`src/hdl/arpc_pkg.sv`:
```
// ----------------------------------------------------------------------------
// ARP cache resolver package
// Shared widths, protocol codes, outcome codes, sequencer states and the
// command struct that the sequencer hands to the cache store.
// ----------------------------------------------------------------------------
package arpc_pkg;

   localparam int ENTRIES_DEFAULT = 8;

   localparam int IP_W        = 32;
   localparam int MAC_W       = 48;
   localparam int AGE_W       = 8;
   localparam int OPCODE_W    = 16;
   localparam int SIZE_W      = 8;
   localparam int OUTCOME_W   = 3;
   localparam int CSR_INDEX_W = 2;

   // Age at which an entry is flushed back to free.
   localparam logic [AGE_W-1:0] AGE_FLUSH = 8'hFF;
   localparam logic [AGE_W-1:0] AGE_FRESH = 8'd1;

   // Input action codes.
   localparam logic ACTION_PACKET = 1'b0;
   localparam logic ACTION_QUERY  = 1'b1;

   // ARP operation codes and the sizes of an Ethernet/IPv4 request.
   localparam logic [OPCODE_W-1:0] OP_REQUEST = 16'd1;
   localparam logic [OPCODE_W-1:0] OP_REPLY   = 16'd2;
   localparam logic [SIZE_W-1:0]   HW_SIZE_ETH     = 8'd6;
   localparam logic [SIZE_W-1:0]   PROTO_SIZE_IPV4 = 8'd4;

   localparam logic [IP_W-1:0]  IP_ALL_ONES  = 32'hFFFF_FFFF;
   localparam logic [MAC_W-1:0] MAC_ALL_ONES = 48'hFFFF_FFFF_FFFF;

   // Result outcome codes.
   localparam logic [OUTCOME_W-1:0] OUT_IGNORED   = 3'd0;
   localparam logic [OUTCOME_W-1:0] OUT_REPLY     = 3'd1;
   localparam logic [OUTCOME_W-1:0] OUT_LEARNED   = 3'd2;
   localparam logic [OUTCOME_W-1:0] OUT_HIT       = 3'd3;
   localparam logic [OUTCOME_W-1:0] OUT_BROADCAST = 3'd4;
   localparam logic [OUTCOME_W-1:0] OUT_MISS      = 3'd5;

   // Configuration register indexes.
   localparam logic [CSR_INDEX_W-1:0] CSR_LOCAL_IP    = 2'd0;
   localparam logic [CSR_INDEX_W-1:0] CSR_SUBNET_MASK = 2'd1;
   localparam logic [CSR_INDEX_W-1:0] CSR_GATEWAY_IP  = 2'd2;

   typedef enum logic [1:0] {
      ST_IDLE,
      ST_SCAN,
      ST_COMMIT,
      ST_AGE
   } arpc_state_type;

   // Write commands for the cache store; all use the store's write address.
   typedef struct packed {
      logic ip_mac_we;
      logic age_we;
      logic valid_set;
      logic valid_clr;
   } arpc_store_cmd_type;

endpackage

```
`src/hdl/arpc_store.sv`:
```
// ----------------------------------------------------------------------------
// ARP cache store
// Address, MAC and age memories with one write and one registered read port,
// plus a valid flag per entry that reset clears.
// ----------------------------------------------------------------------------
module arpc_store #(
   parameter int ENTRIES = arpc_pkg::ENTRIES_DEFAULT
) (
   input  logic                             clock,
   input  logic                             reset,
   input  arpc_pkg::arpc_store_cmd_type     cmd,
   input  logic [$clog2(ENTRIES)-1:0]       wr_addr,
   input  logic [arpc_pkg::IP_W-1:0]        wr_ip,
   input  logic [arpc_pkg::MAC_W-1:0]       wr_mac,
   input  logic [arpc_pkg::AGE_W-1:0]       wr_age,
   input  logic [$clog2(ENTRIES)-1:0]       rd_addr,
   output logic [arpc_pkg::IP_W-1:0]        rd_ip,
   output logic [arpc_pkg::MAC_W-1:0]       rd_mac,
   output logic [arpc_pkg::AGE_W-1:0]       rd_age,
   output logic [ENTRIES-1:0]               valid
);

   logic [arpc_pkg::IP_W-1:0]  ip_mem  [ENTRIES];
   logic [arpc_pkg::MAC_W-1:0] mac_mem [ENTRIES];
   logic [arpc_pkg::AGE_W-1:0] age_mem [ENTRIES];

   logic [arpc_pkg::IP_W-1:0]  rd_ip_ff;
   logic [arpc_pkg::MAC_W-1:0] rd_mac_ff;
   logic [arpc_pkg::AGE_W-1:0] rd_age_ff;
   logic [ENTRIES-1:0]         valid_ff;
   logic [ENTRIES-1:0]         valid_in;

   always_ff @(posedge clock) begin
      if (cmd.ip_mac_we) begin
         ip_mem[wr_addr]  <= wr_ip;
         mac_mem[wr_addr] <= wr_mac;
      end
      if (cmd.age_we) begin
         age_mem[wr_addr] <= wr_age;
      end
      rd_ip_ff  <= ip_mem[rd_addr];
      rd_mac_ff <= mac_mem[rd_addr];
      rd_age_ff <= age_mem[rd_addr];
   end

   always_comb begin
      valid_in = valid_ff;
      if (cmd.valid_set) begin
         valid_in[wr_addr] = 1'b1;
      end else if (cmd.valid_clr) begin
         valid_in[wr_addr] = 1'b0;
      end
   end

   always_ff @(posedge clock) begin
      if (reset) begin
         valid_ff <= '0;
      end else begin
         valid_ff <= valid_in;
      end
   end

   assign rd_ip  = rd_ip_ff;
   assign rd_mac = rd_mac_ff;
   assign rd_age = rd_age_ff;
   assign valid  = valid_ff;

endmodule

```
`src/hdl/arp_cache_resolver.sv`:
```
// ----------------------------------------------------------------------------
// ARP cache resolver
// IPv4-to-MAC cache with age-based replacement, serving parsed ARP packets
// and resolve queries one transaction at a time.
// ----------------------------------------------------------------------------
// Usage:
// A transaction is accepted on the rising edge where start is high and busy
// is low; the req_ ports carry either parsed ARP packet fields (action 0) or
// a resolve query (action 1). Every transaction gives exactly one result on
// the rsp_ ports, shown for a single cycle while rsp_valid is high. The
// receiver cannot stall, so the result must be taken in that cycle.
// Requests, broadcast queries and ignored opcodes answer in the cycle after
// acceptance, and busy never rises for them.
// A query that needs a lookup scans the cache one entry per cycle through
// the single read port of the cache memories, then shows its result. A
// reply scans, writes the chosen entry and then walks the cache again to
// age the written entry and every valid one before it shows its result.
// The next transaction may start in the cycle that shows the result.
// The csr_ channel writes local_ip, subnet_mask and gateway_ip; csr_ready is
// always high, and writes are expected only while the block is idle.
// Synchronous reset marks every entry free and clears the registers; no
// clearing pass is needed, so the block is ready right after reset.
// ----------------------------------------------------------------------------
module arp_cache_resolver #(
   parameter int CACHE_ENTRIES = arpc_pkg::ENTRIES_DEFAULT
) (
   input  logic                                clock,
   input  logic                                reset,
   // Transaction request.
   input  logic                                start,
   output logic                                busy,
   input  logic                                req_action,
   input  logic [arpc_pkg::OPCODE_W-1:0]       req_opcode,
   input  logic [arpc_pkg::SIZE_W-1:0]         req_hw_size,
   input  logic [arpc_pkg::SIZE_W-1:0]         req_proto_size,
   input  logic [arpc_pkg::MAC_W-1:0]          req_sender_mac,
   input  logic [arpc_pkg::IP_W-1:0]           req_sender_ip,
   input  logic [arpc_pkg::IP_W-1:0]           req_target_ip,
   input  logic [arpc_pkg::IP_W-1:0]           req_query_ip,
   // Result.
   output logic                                rsp_valid,
   output logic [arpc_pkg::OUTCOME_W-1:0]      rsp_outcome,
   output logic [arpc_pkg::MAC_W-1:0]          rsp_result_mac,
   output logic [arpc_pkg::IP_W-1:0]           rsp_result_ip,
   // Configuration writes.
   input  logic                                csr_valid,
   output logic                                csr_ready,
   input  logic [arpc_pkg::CSR_INDEX_W-1:0]    csr_index,
   input  logic [arpc_pkg::IP_W-1:0]           csr_data
);

   localparam int IDX_W = $clog2(CACHE_ENTRIES);
   localparam int CNT_W = $clog2(CACHE_ENTRIES + 1);
   localparam logic [CNT_W-1:0] CNT_LAST = CNT_W'(CACHE_ENTRIES);

   arpc_pkg::arpc_state_type state_ff, state_in;

   logic [CNT_W-1:0]               cnt_ff, cnt_in;
   logic                           learn_ff, learn_in;
   logic [arpc_pkg::IP_W-1:0]      key_ff, key_in;
   logic [arpc_pkg::MAC_W-1:0]     mac_key_ff, mac_key_in;
   logic                           hit_found_ff, hit_found_in;
   logic [IDX_W-1:0]               hit_idx_ff, hit_idx_in;
   logic [arpc_pkg::MAC_W-1:0]     hit_mac_ff, hit_mac_in;
   logic                           free_found_ff, free_found_in;
   logic [IDX_W-1:0]               free_idx_ff, free_idx_in;
   logic [IDX_W-1:0]               max_idx_ff, max_idx_in;
   logic [arpc_pkg::AGE_W-1:0]     max_age_ff, max_age_in;
   logic [IDX_W-1:0]               slot_ff, slot_in;

   logic                           rsp_valid_ff, rsp_valid_in;
   logic [arpc_pkg::OUTCOME_W-1:0] rsp_outcome_ff, rsp_outcome_in;
   logic [arpc_pkg::MAC_W-1:0]     rsp_mac_ff, rsp_mac_in;
   logic [arpc_pkg::IP_W-1:0]      rsp_ip_ff, rsp_ip_in;

   logic [arpc_pkg::IP_W-1:0]      local_ip_ff, subnet_mask_ff, gateway_ip_ff;

   // Cache store interface.
   arpc_pkg::arpc_store_cmd_type   store_cmd;
   logic [IDX_W-1:0]               store_wr_addr;
   logic [arpc_pkg::AGE_W-1:0]     store_wr_age;
   logic [IDX_W-1:0]               store_rd_addr;
   logic [arpc_pkg::IP_W-1:0]      store_rd_ip;
   logic [arpc_pkg::MAC_W-1:0]     store_rd_mac;
   logic [arpc_pkg::AGE_W-1:0]     store_rd_age;
   logic [CACHE_ENTRIES-1:0]       store_valid;

   // Shared compare unit operands: the entry whose read data arrives now.
   logic [IDX_W-1:0]               proc_idx;
   logic                           proc_valid;
   logic                           proc_match;
   logic                           proc_is_slot;
   logic [arpc_pkg::AGE_W-1:0]     cur_age;
   logic [arpc_pkg::AGE_W:0]       age_sum;
   logic                           age_flush;
   logic                           size_ok;
   logic                           off_subnet;

   arpc_store #(
      .ENTRIES (CACHE_ENTRIES)
   ) u_store (
      .clock   (clock),
      .reset   (reset),
      .cmd     (store_cmd),
      .wr_addr (store_wr_addr),
      .wr_ip   (key_ff),
      .wr_mac  (mac_key_ff),
      .wr_age  (store_wr_age),
      .rd_addr (store_rd_addr),
      .rd_ip   (store_rd_ip),
      .rd_mac  (store_rd_mac),
      .rd_age  (store_rd_age),
      .valid   (store_valid)
   );

   // Read data arrives in the cycle after its address is issued, so the entry
   // being compared is one behind the counter.
   assign proc_idx      = IDX_W'(cnt_ff - CNT_W'(1));
   assign proc_valid    = store_valid[proc_idx];
   assign proc_match    = proc_valid && (store_rd_ip == key_ff);
   assign proc_is_slot  = (proc_idx == slot_ff);
   assign cur_age       = proc_is_slot ? arpc_pkg::AGE_FRESH : store_rd_age;
   assign age_sum       = {1'b0, cur_age} + {{arpc_pkg::AGE_W{1'b0}}, 1'b1};
   assign age_flush     = (age_sum >= {1'b0, arpc_pkg::AGE_FLUSH});
   assign store_wr_age  = age_sum[arpc_pkg::AGE_W-1:0];
   assign store_rd_addr = (cnt_ff < CNT_LAST) ? cnt_ff[IDX_W-1:0] : '0;

   assign size_ok = (req_hw_size == arpc_pkg::HW_SIZE_ETH) &&
                    (req_proto_size == arpc_pkg::PROTO_SIZE_IPV4);
   assign off_subnet = ((req_query_ip & subnet_mask_ff) !=
                        (local_ip_ff & subnet_mask_ff));

   always_comb begin
      state_in       = state_ff;
      cnt_in         = cnt_ff;
      learn_in       = learn_ff;
      key_in         = key_ff;
      mac_key_in     = mac_key_ff;
      hit_found_in   = hit_found_ff;
      hit_idx_in     = hit_idx_ff;
      hit_mac_in     = hit_mac_ff;
      free_found_in  = free_found_ff;
      free_idx_in    = free_idx_ff;
      max_idx_in     = max_idx_ff;
      max_age_in     = max_age_ff;
      slot_in        = slot_ff;
      rsp_valid_in   = 1'b0;
      rsp_outcome_in = rsp_outcome_ff;
      rsp_mac_in     = rsp_mac_ff;
      rsp_ip_in      = rsp_ip_ff;
      store_cmd      = '0;
      store_wr_addr  = proc_idx;

      case (state_ff)
         arpc_pkg::ST_IDLE: begin
            if (start) begin
               cnt_in         = '0;
               hit_found_in   = 1'b0;
               free_found_in  = 1'b0;
               mac_key_in     = req_sender_mac;
               rsp_outcome_in = arpc_pkg::OUT_IGNORED;
               rsp_mac_in     = '0;
               rsp_ip_in      = '0;
               if (req_action == arpc_pkg::ACTION_QUERY) begin
                  if (req_query_ip == arpc_pkg::IP_ALL_ONES) begin
                     rsp_valid_in   = 1'b1;
                     rsp_outcome_in = arpc_pkg::OUT_BROADCAST;
                     rsp_mac_in     = arpc_pkg::MAC_ALL_ONES;
                  end else begin
                     learn_in = 1'b0;
                     key_in   = off_subnet ? gateway_ip_ff : req_query_ip;
                     state_in = arpc_pkg::ST_SCAN;
                  end
               end else if (req_opcode == arpc_pkg::OP_REPLY) begin
                  learn_in = 1'b1;
                  key_in   = req_sender_ip;
                  state_in = arpc_pkg::ST_SCAN;
               end else begin
                  rsp_valid_in = 1'b1;
                  if (req_opcode == arpc_pkg::OP_REQUEST && size_ok &&
                      req_target_ip == local_ip_ff) begin
                     rsp_outcome_in = arpc_pkg::OUT_REPLY;
                     rsp_mac_in     = req_sender_mac;
                     rsp_ip_in      = req_sender_ip;
                  end
               end
            end
         end

         arpc_pkg::ST_SCAN: begin
            cnt_in = cnt_ff + CNT_W'(1);
            if (cnt_ff != '0) begin
               if (!hit_found_ff && proc_match) begin
                  hit_found_in = 1'b1;
                  hit_idx_in   = proc_idx;
                  hit_mac_in   = store_rd_mac;
               end
               if (!free_found_ff && !proc_valid) begin
                  free_found_in = 1'b1;
                  free_idx_in   = proc_idx;
               end
               // Oldest entry, lowest index on ties; only used when full.
               if (proc_idx == '0 || store_rd_age > max_age_ff) begin
                  max_idx_in = proc_idx;
                  max_age_in = store_rd_age;
               end
            end
            if (cnt_ff == CNT_LAST) begin
               if (learn_ff) begin
                  if (hit_found_in) begin
                     slot_in = hit_idx_in;
                  end else if (free_found_in) begin
                     slot_in = free_idx_in;
                  end else begin
                     slot_in = max_idx_in;
                  end
                  state_in = arpc_pkg::ST_COMMIT;
               end else begin
                  rsp_valid_in = 1'b1;
                  if (hit_found_in) begin
                     rsp_outcome_in = arpc_pkg::OUT_HIT;
                     rsp_mac_in     = hit_mac_in;
                  end else begin
                     rsp_outcome_in = arpc_pkg::OUT_MISS;
                     rsp_ip_in      = key_ff;
                  end
                  state_in = arpc_pkg::ST_IDLE;
               end
            end
         end

         arpc_pkg::ST_COMMIT: begin
            // A hit keeps its binding; a new binding overwrites the slot.
            store_cmd.ip_mac_we = !hit_found_ff;
            store_wr_addr       = slot_ff;
            cnt_in              = '0;
            state_in            = arpc_pkg::ST_AGE;
         end

         arpc_pkg::ST_AGE: begin
            cnt_in = cnt_ff + CNT_W'(1);
            if (cnt_ff != '0 && (proc_valid || proc_is_slot)) begin
               store_cmd.age_we    = !age_flush;
               store_cmd.valid_set = !age_flush;
               store_cmd.valid_clr = age_flush;
            end
            if (cnt_ff == CNT_LAST) begin
               rsp_valid_in   = 1'b1;
               rsp_outcome_in = arpc_pkg::OUT_LEARNED;
               state_in       = arpc_pkg::ST_IDLE;
            end
         end

         default: begin
            state_in = arpc_pkg::ST_IDLE;
         end
      endcase
   end

   always_ff @(posedge clock) begin
      if (reset) begin
         state_ff     <= arpc_pkg::ST_IDLE;
         rsp_valid_ff <= 1'b0;
      end else begin
         state_ff     <= state_in;
         rsp_valid_ff <= rsp_valid_in;
      end
   end

   always_ff @(posedge clock) begin
      cnt_ff         <= cnt_in;
      learn_ff       <= learn_in;
      key_ff         <= key_in;
      mac_key_ff     <= mac_key_in;
      hit_found_ff   <= hit_found_in;
      hit_idx_ff     <= hit_idx_in;
      hit_mac_ff     <= hit_mac_in;
      free_found_ff  <= free_found_in;
      free_idx_ff    <= free_idx_in;
      max_idx_ff     <= max_idx_in;
      max_age_ff     <= max_age_in;
      slot_ff        <= slot_in;
      rsp_outcome_ff <= rsp_outcome_in;
      rsp_mac_ff     <= rsp_mac_in;
      rsp_ip_ff      <= rsp_ip_in;
   end

   // Configuration registers; an index beyond the list is dropped.
   always_ff @(posedge clock) begin
      if (reset) begin
         local_ip_ff    <= '0;
         subnet_mask_ff <= '0;
         gateway_ip_ff  <= '0;
      end else if (csr_valid) begin
         case (csr_index)
            arpc_pkg::CSR_LOCAL_IP:    local_ip_ff    <= csr_data;
            arpc_pkg::CSR_SUBNET_MASK: subnet_mask_ff <= csr_data;
            arpc_pkg::CSR_GATEWAY_IP:  gateway_ip_ff  <= csr_data;
            default: begin
            end
         endcase
      end
   end

   assign csr_ready      = 1'b1;
   assign busy           = (state_ff != arpc_pkg::ST_IDLE);
   assign rsp_valid      = rsp_valid_ff;
   assign rsp_outcome    = rsp_outcome_ff;
   assign rsp_result_mac = rsp_mac_ff;
   assign rsp_result_ip  = rsp_ip_ff;

`ifndef SYNTHESIS
   // A result is only shown once the sequencer has returned to idle.
   a_rsp_when_idle: assert property (@(posedge clock) disable iff (reset)
      rsp_valid |-> !busy)
      else $error("result strobe while the sequencer is busy");

   // Every accepted transaction either answers at once or starts a scan.
   a_accept_progress: assert property (@(posedge clock) disable iff (reset)
      (start && !busy) |=> (busy || rsp_valid))
      else $error("accepted transaction neither answered nor started");

   // The entry written by a reply is still valid after the aging walk.
   a_slot_valid: assert property (@(posedge clock) disable iff (reset)
      (state_ff == arpc_pkg::ST_AGE && state_in == arpc_pkg::ST_IDLE)
      |=> store_valid[slot_ff])
      else $error("learned entry not valid after aging");

   // The walk counter never runs past the last entry.
   a_cnt_bound: assert property (@(posedge clock) disable iff (reset)
      (state_ff == arpc_pkg::ST_SCAN || state_ff == arpc_pkg::ST_AGE)
      |-> (cnt_ff <= CNT_LAST))
      else $error("cache walk counter out of range");
`endif

endmodule

```
`config.mk`:
```
export PLATFORM = sky130hd
export DESIGN_NAME = arp_cache_resolver
export DESIGN_NICKNAME = d
export VERILOG_FILES = /design/src/hdl/arpc_pkg.sv /design/src/hdl/arpc_store.sv /design/src/hdl/arp_cache_resolver.sv
export SDC_FILE = /design/constraint.sdc
export NUM_CORES = 1
export LEC_CHECK = 0
export BUFFER_PORTS_ARGS = -buffer_cell sky130_fd_sc_hd__buf_2
export CAP_MARGIN = 10
export CORE_MARGIN = 3
export CORE_UTILIZATION = 67
export CTS_BUF_LIST = sky130_fd_sc_hd__clkbuf_2 sky130_fd_sc_hd__clkbuf_4 sky130_fd_sc_hd__clkbuf_8
export CTS_CLUSTER_DIAMETER = 120
export DETAILED_ROUTE_END_ITERATION = 12
export PLACE_DENSITY = 0.87
export SETUP_SLACK_MARGIN = 0.02
export SLEW_MARGIN = 20
export SYNTH_ARGS = -nofsm -noshare
export SYNTH_HDL_FRONTEND = slang
export SYNTH_SLANG_ARGS = --single-unit
```
`constraint.sdc`:
```
create_clock -name clock -period 19.4 [get_ports clock]
set_input_delay 0.97 -clock clock [delete_from_list [all_inputs] [get_ports clock]]
set_output_delay 0.97 -clock clock [all_outputs]
set_load 0.02 [all_outputs]
```
# Yosys cells after proc, flatten, opt, wreduce, memory -nomap -nowiden
# Memories as Yosys holds them, arrays and structs flattened. A register that Yosys moved wholly into a read port is not among the register bits.
# Index checks and enable logic that the tools add are counted.
[word_totals] regBits=345 ram_bits=704 input_bits=215 output_inout_bits=86 elab_cells=185 memories=3
[memory_table] memory="u_store.mac_mem" words=8 width=48 rd=1 rd_ports_with_merged_regs=1 wr=1 line="arpc_store.sv:24" text="logic [arpc_pkg::MAC_W-1:0] mac_mem [ENTRIES];"
[memory_table] memory="u_store.ip_mem" words=8 width=32 rd=1 rd_ports_with_merged_regs=1 wr=1 line="arpc_store.sv:23" text="logic [arpc_pkg::IP_W-1:0] ip_mem [ENTRIES];"
[memory_table] memory="u_store.age_mem" words=8 width=8 rd=1 rd_ports_with_merged_regs=1 wr=1 line="arpc_store.sv:25" text="logic [arpc_pkg::AGE_W-1:0] age_mem [ENTRIES];"
[op_classes] n_addsub=3 order_cmp=6 eq_ne=24 n_mux=87 n_bitwise=5 n_reduce_logical=36
[op_table] op="$mux W48" count=10
[op_table] op="$mux W32" count=11
[op_table] op="$pmux W48 S2" count=1
[op_table] op="$and A32 B32 Y32" count=2
[op_table] op="$eq A32 B32 Y1" count=2
[op_table] op="$pmux W32 S2" count=1
[op_table] op="$mux W3" count=19
[op_table] op="$eq A32 B32 Y1 const B" count=1
[op_table] op="$ne A32 B32 Y1" count=1
[op_table] op="$mux W1" count=26
[op_table] op="$mux W8" count=3
[op_table] op="$reduce_and A5 Y1" count=4
[op_table] op="$eq A16 B1 Y1 const B" count=1
[op_table] op="$eq A16 B2 Y1 const B" count=1
[op_table] op="$eq A8 B3 Y1 const B" count=2
[op_table] op="$mux W2" count=7
[op_table] op="$ne A2 B2 Y1 const B" count=7
[op_table] op="$pmux W4 S3" count=1
[op_table] op="$reduce_and A2 Y1" count=5
[op_table] op="$add A8 B1 Y9 const B" count=1
[op_table] op="$ge A9 B8 Y1 const B" count=1
[op_table] op="$pmux W3 S3" count=1
[op_table] op="$and A8 B8 Y8" count=1
[op_table] op="$gt A8 B8 Y1" count=1
[op_table] op="29 further kinds" count=51

# Logic depth before layout (Yosys ltp)
# Gate-level depths: netlist of the first run.
[logic_depth] word_depth=12 ltp_mapped=14 ltp_nobuf=12

# Cells and area by module
# A second synthesis of the first run with hierarchy kept.
[hier_totals] cells_unflattened=2600 hier_area_um2=44572.7
[modules_own_cells] mod="arpc_store" n_inst=1 cells_per_inst=1170 area_per_inst_um2=28666.2 seq_area_each_um2=23062.1
[modules_own_cells] mod="arp_cache_resolver" n_inst=1 cells_per_inst=1430 area_per_inst_um2=15906.5 seq_area_each_um2=9128.8

# Least setup slack after synthesis of the first run
# No wires, ideal clock.
[synth_timing] kind="reg-to-reg" startpoint="register cnt_ff[0]" endpoint="register rsp_ip_ff, in the netlist rsp_result_ip[0] (enable)" setup_time_ns=0.511 t_arrival_ns=5.903 t_required_ns=18.889 path_slack_ns=12.987 stages_incl_launch_ff=10 n_path_buf=1 period_less_slack_ns=6.413 cell_sequence="edfxtp_1 > clkbuf_1 > inv_1 > ha_1 > mux4_2 > mux2i_1 > or4_1 > nor4_1 > or2_2 > o41ai_1"
[synth_between] elab_chain_len=10 word_cells_on_any_way=13 classes_between="add/sub: 1; eq/ne: 3; mux: 5; reduce/logical: 4"
[synth_rtl] item="start: declaration" line="arp_cache_resolver.sv:58" text="logic [CNT_W-1:0] cnt_ff, cnt_in;"
[synth_rtl] item="start signal: assignment" line="arp_cache_resolver.sv:271" text="cnt_ff <= cnt_in;"
[synth_rtl] item="$sub A3 B1 Y3" line="arp_cache_resolver.sv:118" text="assign proc_idx = IDX_W'(cnt_ff - CNT_W'(1));"
[synth_rtl] item="net proc_idx[0]" line="arp_cache_resolver.sv:89" text="logic [IDX_W-1:0] proc_idx;"
[synth_rtl] item="$bmux W1 S3" line="arp_cache_resolver.sv:119" text="assign proc_valid = store_valid[proc_idx];"
[synth_rtl] item="$mux W1 (implied by the code)" line="arp_cache_resolver.sv:119"
[synth_rtl] item="$logic_and A1 B1 Y1" line="arp_cache_resolver.sv:120" text="assign proc_match = proc_valid && (store_rd_ip == key_ff);"
[synth_rtl] item="$logic_and A1 B1 Y1" line="arp_cache_resolver.sv:193" text="if (!hit_found_ff && proc_match) begin"
[synth_rtl] item="$mux W1" line="arp_cache_resolver.sv:193"
[synth_rtl] item="$mux W1" line="arp_cache_resolver.sv:192" text="if (cnt_ff != '0) begin"
[synth_rtl] item="$mux W1" line="arp_cache_resolver.sv:154" text="case (state_ff)"
[synth_rtl] item="$ne A2 B2 Y1 (no line)"
[synth_rtl] item="$reduce_and A5 Y1 (no line)"
[synth_rtl] item="end signal: assignment" line="arp_cache_resolver.sv:285" text="rsp_ip_ff <= rsp_ip_in;"
[synth_rtl] item="end: declaration" line="arp_cache_resolver.sv:74" text="logic [arpc_pkg::IP_W-1:0] rsp_ip_ff, rsp_ip_in;"
# The timed path passes the listed nets, and every way through them passes these cells. The select of a mux whose other input is x is not followed.
# A chain may end at the register's enable or synchronous reset.

# Worst setup path in the final report of the first run
[layout_timing] startpoint="register cnt_ff[0]" endpoint="memory u_store.age_mem[0][4] in the netlist's numbering (enable)"
[layout_between] elab_chain_len=10 word_cells_on_any_way=16 classes_between="add/sub: 2; order compare: 1; eq/ne: 1; mux: 8; reduce/logical: 4"
[layout_rtl] item="$sub A3 B1 Y3" line="arp_cache_resolver.sv:118"
[layout_rtl] item="net proc_idx[0]" line="arp_cache_resolver.sv:89"
[layout_rtl] item="$eq A3 B3 Y1" line="arp_cache_resolver.sv:121" text="assign proc_is_slot = (proc_idx == slot_ff);"
[layout_rtl] item="$mux W8" line="arp_cache_resolver.sv:122" text="assign cur_age = proc_is_slot ? arpc_pkg::AGE_FRESH : store_rd_age;"
[layout_rtl] item="$add A8 B1 Y9" line="arp_cache_resolver.sv:123" text="assign age_sum = {1'b0, cur_age} + {{arpc_pkg::AGE_W{1'b0}}, 1'b1};"
[layout_rtl] item="net age_sum, one bit" line="arp_cache_resolver.sv:94" text="logic [arpc_pkg::AGE_W:0] age_sum;"
[layout_rtl] item="$ge A9 B8 Y1" line="arp_cache_resolver.sv:124" text="assign age_flush = (age_sum >= {1'b0, arpc_pkg::AGE_FLUSH});"
[layout_rtl] item="$logic_not A1 Y1" line="arp_cache_resolver.sv:243" text="store_cmd.age_we = !age_flush;"
[layout_rtl] item="$mux W3" line="arp_cache_resolver.sv:242" text="if (cnt_ff != '0 && (proc_valid || proc_is_slot)) begin"
[layout_rtl] item="$mux W3" line="arp_cache_resolver.sv:154"
[layout_rtl] item="$mux W1" line="arpc_store.sv:38" text="if (cmd.age_we) begin"
[layout_rtl] item="$mux W1 (implied by the code)" line="arpc_store.sv:39" text="age_mem[wr_addr] <= wr_age;"
[layout_rtl] item="end: declaration" line="arpc_store.sv:25"
# The timed path passes the listed nets, and every way through them passes these cells. The select of a mux whose other input is x is not followed.

==> run summary, run 1 <==
The number of synthesis warnings is 0. The count of vias placed by the detailed router is 25.71k. The final clock skew came out at 34.17 ps.

The detailed router finished its first iteration with 3012 violations. The final estimated routing congestion in global placement is 0.9436. Summed over all instances, the cell type with the most area after synthesis is sky130_fd_sc_hd__edfxtp_1. The top cell type's share of synthesized area is 0.6399. Counting cells, the worst reg-to-reg path comes to 11. Counting flops and latches in the post-synthesis netlist gives 1137. The first global-routing pass estimated 163800 um of wire. The final critical path time including I/O delays and setup came out at 4842 ps. The x dimension of the die is 262.9 um. The maximum ir drop on the vdd rail is 64.32 uV.

The average via count per standard cell is 6.490. The number of sinks driven by the clock tree came out at 1137. The post-place setup slack came out at 14640 ps.

The sum of negative setup slack is 0 ps. The final cell count without fillers came out at 3962. In this run the tool buffered the top-level ports with 299 buffer cells. Counting flops with an async set or reset pin after synthesis yields a share of 0.

The utilization after layout is 0.7767. For this run, the detailed router's first-pass iteration total came to 6. The largest net degree at the start of global routing came out at 82. The area growth from synthesis to layout is 13.87%. Setup repair after global routing left no endpoint under its margin. The instance count of the mapped netlist is 2590. Once the clock tree was built, the setup fixing pass inserted 0 buffers. Max-cap violations in this run came to 0. The net count of the mapped netlist is 2818.

Of all nets on the critical path, the largest fanout is 9. The maximum achievable frequency is 206.5 MHz. The via count of the first global-routing pass came to 26.55k.

Measured against its own limit, the worst slew margin works out to 0.2146. The number of failing setup endpoints in the final timing report is 0. The required time of the worst setup path is 19870 ps. Across all setup checks in the final design, the least slack found is 14560 ps.

The min-delay analysis places its worst path in the category input pin to flop. The final-report max-slew violation count came out at 0. The worst-skew pair later-pin latency is 820 ps. The synthesized area per cell came out at 17.07 um2.

The clock tree buffer depth came out at 3. For this run, the leading register cell type out of synthesis is sky130_fd_sc_hd__edfxtp_1. For this run, the register share of the synthesized area comes to 0.7282.

The worst setup path is captured at a flop. The die covers 0.06910 mm2. The initial cell density of the core is 0.6821. The cell count of the worst hold path came out at 1. Dividing the detail-routed wire length by the instance count gives 27.47 um. The worst setup path is of the flop to flop kind. The total standard cell area after synthesis came out at 0.04421 mm2. The number of buffers added to fix hold violations after cts came out at 0. The total wire length after detailed routing came out at 108800 um. The die is 262.9 um tall. By area the synthesized netlist is led by sky130_fd_sc_hd__edfxtp_1 (64%), sky130_fd_sc_hd__mux4_2 (9.1%), sky130_fd_sc_hd__dfxtp_1 (8.8%).

Leaving out fill and tap cells, the most frequent cells in the layout are sky130_fd_sc_hd__edfxtp_1 (942), sky130_fd_sc_hd__buf_2 (298), sky130_fd_sc_hd__nand2_1 (285). The count of H-tree levels built during CTS came out at 4. In this run, distinct cell masters in the synthesized netlist total 62. Data on the critical path arrives at its endpoint at 5310 ps. The CTS buffer count is 170. The instance count after placement with tap cells included came out at 3646. In the routed design, unresolved DRC markers number 0.

The total half-perimeter wirelength after legalization and detailed placement is 62560 um. The ratio of cells with drive above 1 in the final layout came out at 0.3233. The power per standard cell area is 105.7 mW/mm2. The net count of the finished layout came out at 3193.

The slew at the pin closest to its max-slew limit came out at 1178 ps. The number of top-level pins is 301. STA classifies the critical path startpoint as a flop. TritonCTS built the clock tree.

CTS placed an instance of sky130_fd_sc_hd__clkbuf_8 at the clock tree root. The analysis attributes to cell leakage a power of 17.46 nW. The number of antenna violations at the first check in global routing came out at 5. Of the available clock period, the critical path in the final layout requires 0.2496. The flow ran to the end, and the final reports show no timing, DRC or antenna violations. The count of nets left with antenna violations once routing finished came out at 0. The completed layout was analyzed and its total power is 5.321 mW. The global router's overall resource usage is 0.3169.

The number of hold violations in the final report is 0. The area inside the core boundary came out at 0.06481 mm2. The commonest non-fill, non-tap cell in the layout is sky130_fd_sc_hd__edfxtp_1. The residual overflow from global routing came out at 0. The number of gates resized after cts is 0. The number of flops mapped to enable cells by yosys came out at 942. The clock-pin slew on the worst setup and hold paths is 70 ps. The floorplan has 93 rows.
[state kept, by name, summed over array words and instances (netlist names), 48 cells and up, named ones only]
signal	flops
u_store.age_mem	64
u_store.mac_mem	384
hit_mac_ff	48
u_store.rd_mac	48
u_store.ip_mem	256
mac_key_ff	48
rsp_result_mac	48
[worst max-delay path, stage by stage, from the launching register on]
cell and delay [ps]:
sky130_fd_sc_hd__edfxtp_1 390, sky130_fd_sc_hd__inv_1 180, sky130_fd_sc_hd__ha_1 430, sky130_fd_sc_hd__xor3_1 420
sky130_fd_sc_hd__nor3_1 730, sky130_fd_sc_hd__nor2b_1 160, sky130_fd_sc_hd__ha_1 540, sky130_fd_sc_hd__a21oi_1 120
sky130_fd_sc_hd__nor4_1 370, sky130_fd_sc_hd__a21oi_1 120, sky130_fd_sc_hd__a21oi_1 670, sky130_fd_sc_hd__nor2_1 380
[stage by stage]
step           cell area (um2)  hold WS, ps
2_1_floorplan            44210        425.6
3_3_place_gp             46630        441.9
4_1_cts                  50280        297.9
5_1_grt                  50340        319.5
6_report                 50340        352.7
3_5_place_dp             46630        445.6
[kinds of logic (layout without fill, tap and decap cells)]
logic type	Yosys count	count (layout)	share of synthesized area
compound gates	318	318	0.04520
xor+xnor	108	108	0.02216
fa+ha+maj	13	13	0.003679
buf+inv	164	679	0.01497
flops	1137	1137	0.7282
mux	347	347	0.1355
other cells	1	3	0.00008483
simple gates	502	502	0.05024
[power breakdown]
| part | internal [mW] | switching [mW] | total, mW |
|---|---|---|---|
| Sequential | 2.74 | 0.0597 | 2.79 |
| Combinational | 0.189 | 0.277 | 0.467 |
| Clock | 1.16 | 0.903 | 2.06 |
[path summary, 6_finish.rpt]
check                                 from                         endpoint  slack (ps)
min reg2reg  gateway_ip_ff[6]$_SDFFE_PP0P_    gateway_ip_ff[6]$_SDFFE_PP0P_         450
min                      req_sender_mac[7]          mac_key_ff[7]$_DFFE_PP_         350
max reg2reg        cnt_ff[0]$_SDFFCE_PN0P_  u_store.age_mem[0][4]$_DFFE_PP_       14560
max                cnt_ff[0]$_SDFFCE_PN0P_  u_store.age_mem[0][4]$_DFFE_PP_       14560
[synthesized netlist by cell type, types with 4 or more instances]
| master | number |
|---|---|
| sky130_fd_sc_hd__nor4_1 | 17 |
| sky130_fd_sc_hd__inv_1 | 25 |
| sky130_fd_sc_hd__buf_1 | 20 |
| sky130_fd_sc_hd__buf_6 | 4 |
| sky130_fd_sc_hd__o2bb2ai_1 | 4 |
| sky130_fd_sc_hd__nor2_1 | 68 |
| sky130_fd_sc_hd__a22oi_1 | 16 |
| sky130_fd_sc_hd__or3_1 | 6 |
| sky130_fd_sc_hd__mux2_4 | 32 |
| sky130_fd_sc_hd__o21ai_0 | 20 |
| sky130_fd_sc_hd__nand4_1 | 25 |
| sky130_fd_sc_hd__nor3_1 | 9 |
| sky130_fd_sc_hd__nor3b_1 | 4 |
| sky130_fd_sc_hd__a211oi_1 | 5 |
| sky130_fd_sc_hd__dfxtp_1 | 195 |
| sky130_fd_sc_hd__and2_1 | 8 |
| sky130_fd_sc_hd__ha_1 | 13 |
| sky130_fd_sc_hd__nand2b_1 | 9 |
| sky130_fd_sc_hd__clkbuf_1 | 107 |
| sky130_fd_sc_hd__mux2i_1 | 33 |
| sky130_fd_sc_hd__a21boi_0 | 4 |
| sky130_fd_sc_hd__nand3b_1 | 5 |
| sky130_fd_sc_hd__o21ba_2 | 16 |
| sky130_fd_sc_hd__o21a_1 | 4 |
| sky130_fd_sc_hd__o21ba_1 | 32 |
| sky130_fd_sc_hd__o22ai_1 | 5 |
| sky130_fd_sc_hd__nand2_1 | 286 |
| sky130_fd_sc_hd__nand3_1 | 44 |
| sky130_fd_sc_hd__xnor2_1 | 50 |
| sky130_fd_sc_hd__nor2b_1 | 7 |
| sky130_fd_sc_hd__buf_2 | 4 |
| sky130_fd_sc_hd__a21oi_1 | 188 |
| sky130_fd_sc_hd__xor2_1 | 56 |
| sky130_fd_sc_hd__edfxtp_1 | 942 |
| sky130_fd_sc_hd__mux4_2 | 178 |
| sky130_fd_sc_hd__o31ai_1 | 8 |
| sky130_fd_sc_hd__mux2_2 | 104 |
[cell type report]
type,instances,area (um2)
sequential,1137,32190
inverter,26,98.84
timing repair buffer,341,1851
fill,3265,14470
clock inverter,32,299.0
tap,855,1070
antenna,2,5.005
multi-input combinational,1289,11470
clock buffer,280,3353
[layer usage]
metal,global-route usage,vias up,routed length [um]
li1,-,10740,-
met3,0.06432,278,10840
met1,0.4167,12951,38970
met5,0,-,62
met4,0.1444,8,4581
met2,0.5198,1737,54380
(Power assumes the default switching activity.)
==> run 2: changes to the inputs <==
--- a/config.mk
+++ b/config.mk
@@ -8,11 +8,11 @@
 export BUFFER_PORTS_ARGS = -buffer_cell sky130_fd_sc_hd__buf_2
 export CAP_MARGIN = 10
 export CORE_MARGIN = 3
-export CORE_UTILIZATION = 67
+export CORE_UTILIZATION = 63
 export CTS_BUF_LIST = sky130_fd_sc_hd__clkbuf_2 sky130_fd_sc_hd__clkbuf_4 sky130_fd_sc_hd__clkbuf_8
 export CTS_CLUSTER_DIAMETER = 120
 export DETAILED_ROUTE_END_ITERATION = 12
-export PLACE_DENSITY = 0.87
+export PLACE_DENSITY = 0.83
 export SETUP_SLACK_MARGIN = 0.02
 export SLEW_MARGIN = 20
 export SYNTH_ARGS = -nofsm -noshare
==> constraint.sdc (replaced) <==
create_clock -name clock -period 5.05 [get_ports clock]
set_input_delay 0.2525 -clock clock [delete_from_list [all_inputs] [get_ports clock]]
set_output_delay 0.2525 -clock clock [all_outputs]
set_load 0.02 [all_outputs]
==> run 2 against run 1 <==
  * Sequential power increased to 3.8 times the previous value
  * Critical path depth decreased by 2
  * Cell count increased by 5.6%
  * Global-route usage decreased by 0.88 points
  * Sequential cell count unchanged
  * Sequential share of layout area decreased by 2.0 points
  * Via count increased by 1.8%
  * Combinational power increased to 4.0 times the previous value
  * Critical path type unchanged
==> run summary, run 2 (synthesis gave the netlist of run 1 again) <==
Outcome: complete, no violations (unchanged). The type of the worst setup path is flop to flop (unchanged). The clock tree buffer depth is 3 (unchanged).

The maximum achievable frequency came out at 234.5 MHz (was 206.5 MHz). The final critical-path share of the clock period is 0.8443 (was 0.2496). The maximum ir drop on the vdd rail is 265.9 uV (was 64.32 uV). The flop-to-flop setup slack came out at 790 ps (was 14560 ps). The vertical die dimension came out at 270.9 um (was 262.9 um). The area used by sequential logic in the layout came to 0.03219 mm2 (unchanged). The met2 track demand over resource came out at 0.5064 (was 0.5198). The clock-pin slew on the worst setup and hold paths came to 60 ps (was 70 ps). The final clock skew came out at 69.72 ps (was 34.17 ps). The static leakage came out at 18.10 nW (was 17.46 nW).

The x dimension of the die was 270.9 um (was 262.9 um). The number of design-rule violations left by the first detailed-router iteration came out at 2951 (was 3012). The terminating pin of the worst hold path is key_ff[24]$_DFFE_PP_ (was mac_key_ff[7]$_DFFE_PP_). The cell count of the worst hold path is 3 (was 1).

The arrival time of data at the critical path endpoint is 4740 ps (was 5310 ps). The DRC violation count after routing was 0 (unchanged). The largest net degree at the start of global routing is 65 (was 82). The critical register-to-register path startpoint is cnt_ff[1]$_SDFFCE_PN0P_ (was cnt_ff[0]$_SDFFCE_PN0P_). The number of gates resized after cts came to 0 (unchanged). The number of top-level pins is 301 (unchanged). The start point of the worst hold path is req_query_ip[24] (was req_sender_mac[7]). The clock tree from TritonCTS is built (unchanged). The relative slew slack is 0.2285 (was 0.2146).

Largest registers: u_store.mac_mem (384), u_store.ip_mem (256), u_store.age_mem (64) (unchanged). The worst-skew pair later-pin latency came out at 850 ps (was 820 ps). The global-route wire length before repair was 167700 um (was 163800 um). The logic depth of the worst register-to-register path is 9 (was 11). The total half-perimeter wirelength after legalization and detailed placement is 64630 um (was 62560 um).

The global-route track usage on met3 is 0.06820 (was 0.06432). The instance count after placement with tap cells included came out at 3733 (was 3646). The final cell count without fillers was 4183 (was 3962).

The critical path endpoint category is a flop (unchanged). The residual overflow from global routing came out at 0 (unchanged). The number of buffers added to fix hold violations after cts is 130 (was 0).

The fill cell total of the finished layout is 3712 (was 3265). The worst min-delay path category is input pin to flop (unchanged). The clock tree root buffer cell was sky130_fd_sc_hd__clkbuf_8 (unchanged). The sum of internal, switching and leakage power came out at 20.56 mW (was 5.321 mW). The ratio of cells with drive above 1 in the final layout came out at 0.3098 (was 0.3233). Commonest cells after routing, fill and taps aside: sky130_fd_sc_hd__edfxtp_1 (942), sky130_fd_sc_hd__buf_2 (298), sky130_fd_sc_hd__nand2_1 (285) (unchanged).

The number of iterations in the first detailed-routing pass is 6 (unchanged). The final estimated routing congestion in global placement was 0.9321 (was 0.9436). The count of H-tree levels built during CTS came out at 4 (unchanged).

The number of sinks driven by the clock tree came out at 1137 (unchanged). The remaining antenna violation count is 0 (unchanged). The slew at the pin closest to its max-slew limit came out at 1157 ps (was 1178 ps). The number of buffers inserted by port buffering came out at 299 (unchanged). The area inside the core boundary came out at 0.06907 mm2 (was 0.06481 mm2). The power per standard cell area was 395.7 mW/mm2 (was 105.7 mW/mm2). The number of flip-flops under the largest register name came out at 384 (unchanged). The area of placed instances is 0.04698 mm2 (was 0.04663 mm2).

The number of failing setup endpoints in the final timing report came out at 0 (unchanged). The register ranked first by flip-flop count was u_store.mac_mem (unchanged). The number of maximum-capacitance constraint violations was 0 (unchanged). The CTS buffer count was 170 (unchanged). The sum of negative setup slack is 0 ps (unchanged). The number of post-CTS setup repair buffers came out at 0 (unchanged). The initial cell density of the core is 0.6401 (was 0.6821). The post-place setup slack came out at 823.1 ps (was 14640 ps). The count of vias placed by the detailed router came out at 26.18k (was 25.71k).

The most heavily used metal layer in global routing is met2 (unchanged). Setup repair after global routing missed its margin: false (unchanged). The area growth from synthesis to layout came to 17.53% (was 13.87%). The number of antenna violations at the first check in global routing came out at 2 (was 5). The standard-cell row count is 96 (was 93).

The area of all placed cells without fillers is 0.05196 mm2 (was 0.05034 mm2). The maximum net fanout on the critical path is 19 (was 9). The met1 demand-to-capacity share in global routing is 0.3937 (was 0.4167). The net count of the finished layout came out at 3333 (was 3193). The required time of the worst setup path came out at 5530 ps (was 19870 ps). The via count of the first global-routing pass came out at 27.53k (was 26.55k). The multi-input gate area in the final layout was 0.01149 mm2 (was 0.01147 mm2). The total wire length after detailed routing is 111800 um (was 108800 um). The final setup slack of the worst path was 786.5 ps (was 14560 ps).

The worst reg2reg path endpoint was rsp_result_mac[40]$_DFFE_PP_ (was u_store.age_mem[0][4]$_DFFE_PP_). The die area was 0.07339 mm2 (was 0.06910 mm2). The final critical path time including I/O delays and setup came out at 4264 ps (was 4842 ps). The final-report max-slew violation count came to 0 (unchanged). The commonest non-fill, non-tap cell in the layout is sky130_fd_sc_hd__edfxtp_1 (unchanged). The global router's overall resource usage came out at 0.3081 (was 0.3169). The critical path launch point is cnt_ff[1]$_SDFFCE_PN0P_ (was cnt_ff[0]$_SDFFCE_PN0P_). The per-cell routed wire length is 26.73 um (was 27.47 um). The number of hold violations in the final report came to 0 (unchanged). The average via count per standard cell came out at 6.259 (was 6.490). The startpoint kind of the worst setup timing path is a flop (unchanged).
-- run 2: worst max path at each step --
stage | slack, ps | to | cells past startpoint
detailed placement | 820 | rsp_result_mac[40]$_DFFE_PP_ | 9
global route | 540 | u_store.age_mem[5][5]$_DFFE_PP_ | 12
finish | 790 | rsp_result_mac[40]$_DFFE_PP_ | 9
CTS | 800 | rsp_result_mac[42]$_DFFE_PP_ | 9
floorplan | 160 | rsp_result_ip[0]$_DFFE_PP_ | 9
global placement | 990 | u_store.age_mem[0][4]$_DFFE_PP_ | 12
-- run 2: layer usage --
layer  vias to the layer above  wire (um)  share of wire
met1                     13135      40230           0.36
met4                         2       5067          0.045
met3                       260      10920          0.098
met2                      1745      55590           0.50
li1                      11038          -              -
met5                         -         12        0.00011
-- run 2: through the flow --
step | hold slack (ps) | util
floorplan | 351.4 | -
global placement | 440.8 | 0.6801
detailed placement | 443.4 | 0.6801
CTS | 6.452 | 0.7520
global route | 21.10 | 0.7523
finish | 58.92 | 0.7523
-- run 2: area by class of cell --
cell class              instances  area share
flip-flops and latches       1137      0.6195
clock buffers                 258     0.06051
multi-input cells            1289      0.2211
well taps                     931     0.02242
diodes                          1  0.00004816
inverters                      26    0.001926
repair buffers                481     0.06454
clock inverters                60    0.009921
-- run 2: worst max-delay path: stages, from the launching register on --
cell and delay, ps:
sky130_fd_sc_hd__edfxtp_1 440, sky130_fd_sc_hd__inv_1 90, sky130_fd_sc_hd__ha_1 590, sky130_fd_sc_hd__mux4_2 360, sky130_fd_sc_hd__mux2i_1 130, sky130_fd_sc_hd__or4_1 570, sky130_fd_sc_hd__nor4_1 500, sky130_fd_sc_hd__or2_2 290
sky130_fd_sc_hd__a21o_2 490, sky130_fd_sc_hd__buf_4 420
-- run 2: where the power goes --
| group | switching, mW | total (mW) | leakage (nW) | internal, mW |
|---|---|---|---|---|
| logic | 1.09 | 1.88 | 6.08 | 0.798 |
| clock network | 3.61 | 7.94 | 1.95 | 4.33 |
| registers | 0.230 | 10.7 | 10.1 | 10.5 |
| total | 4.93 | 20.6 | 18.1 | 15.6 |
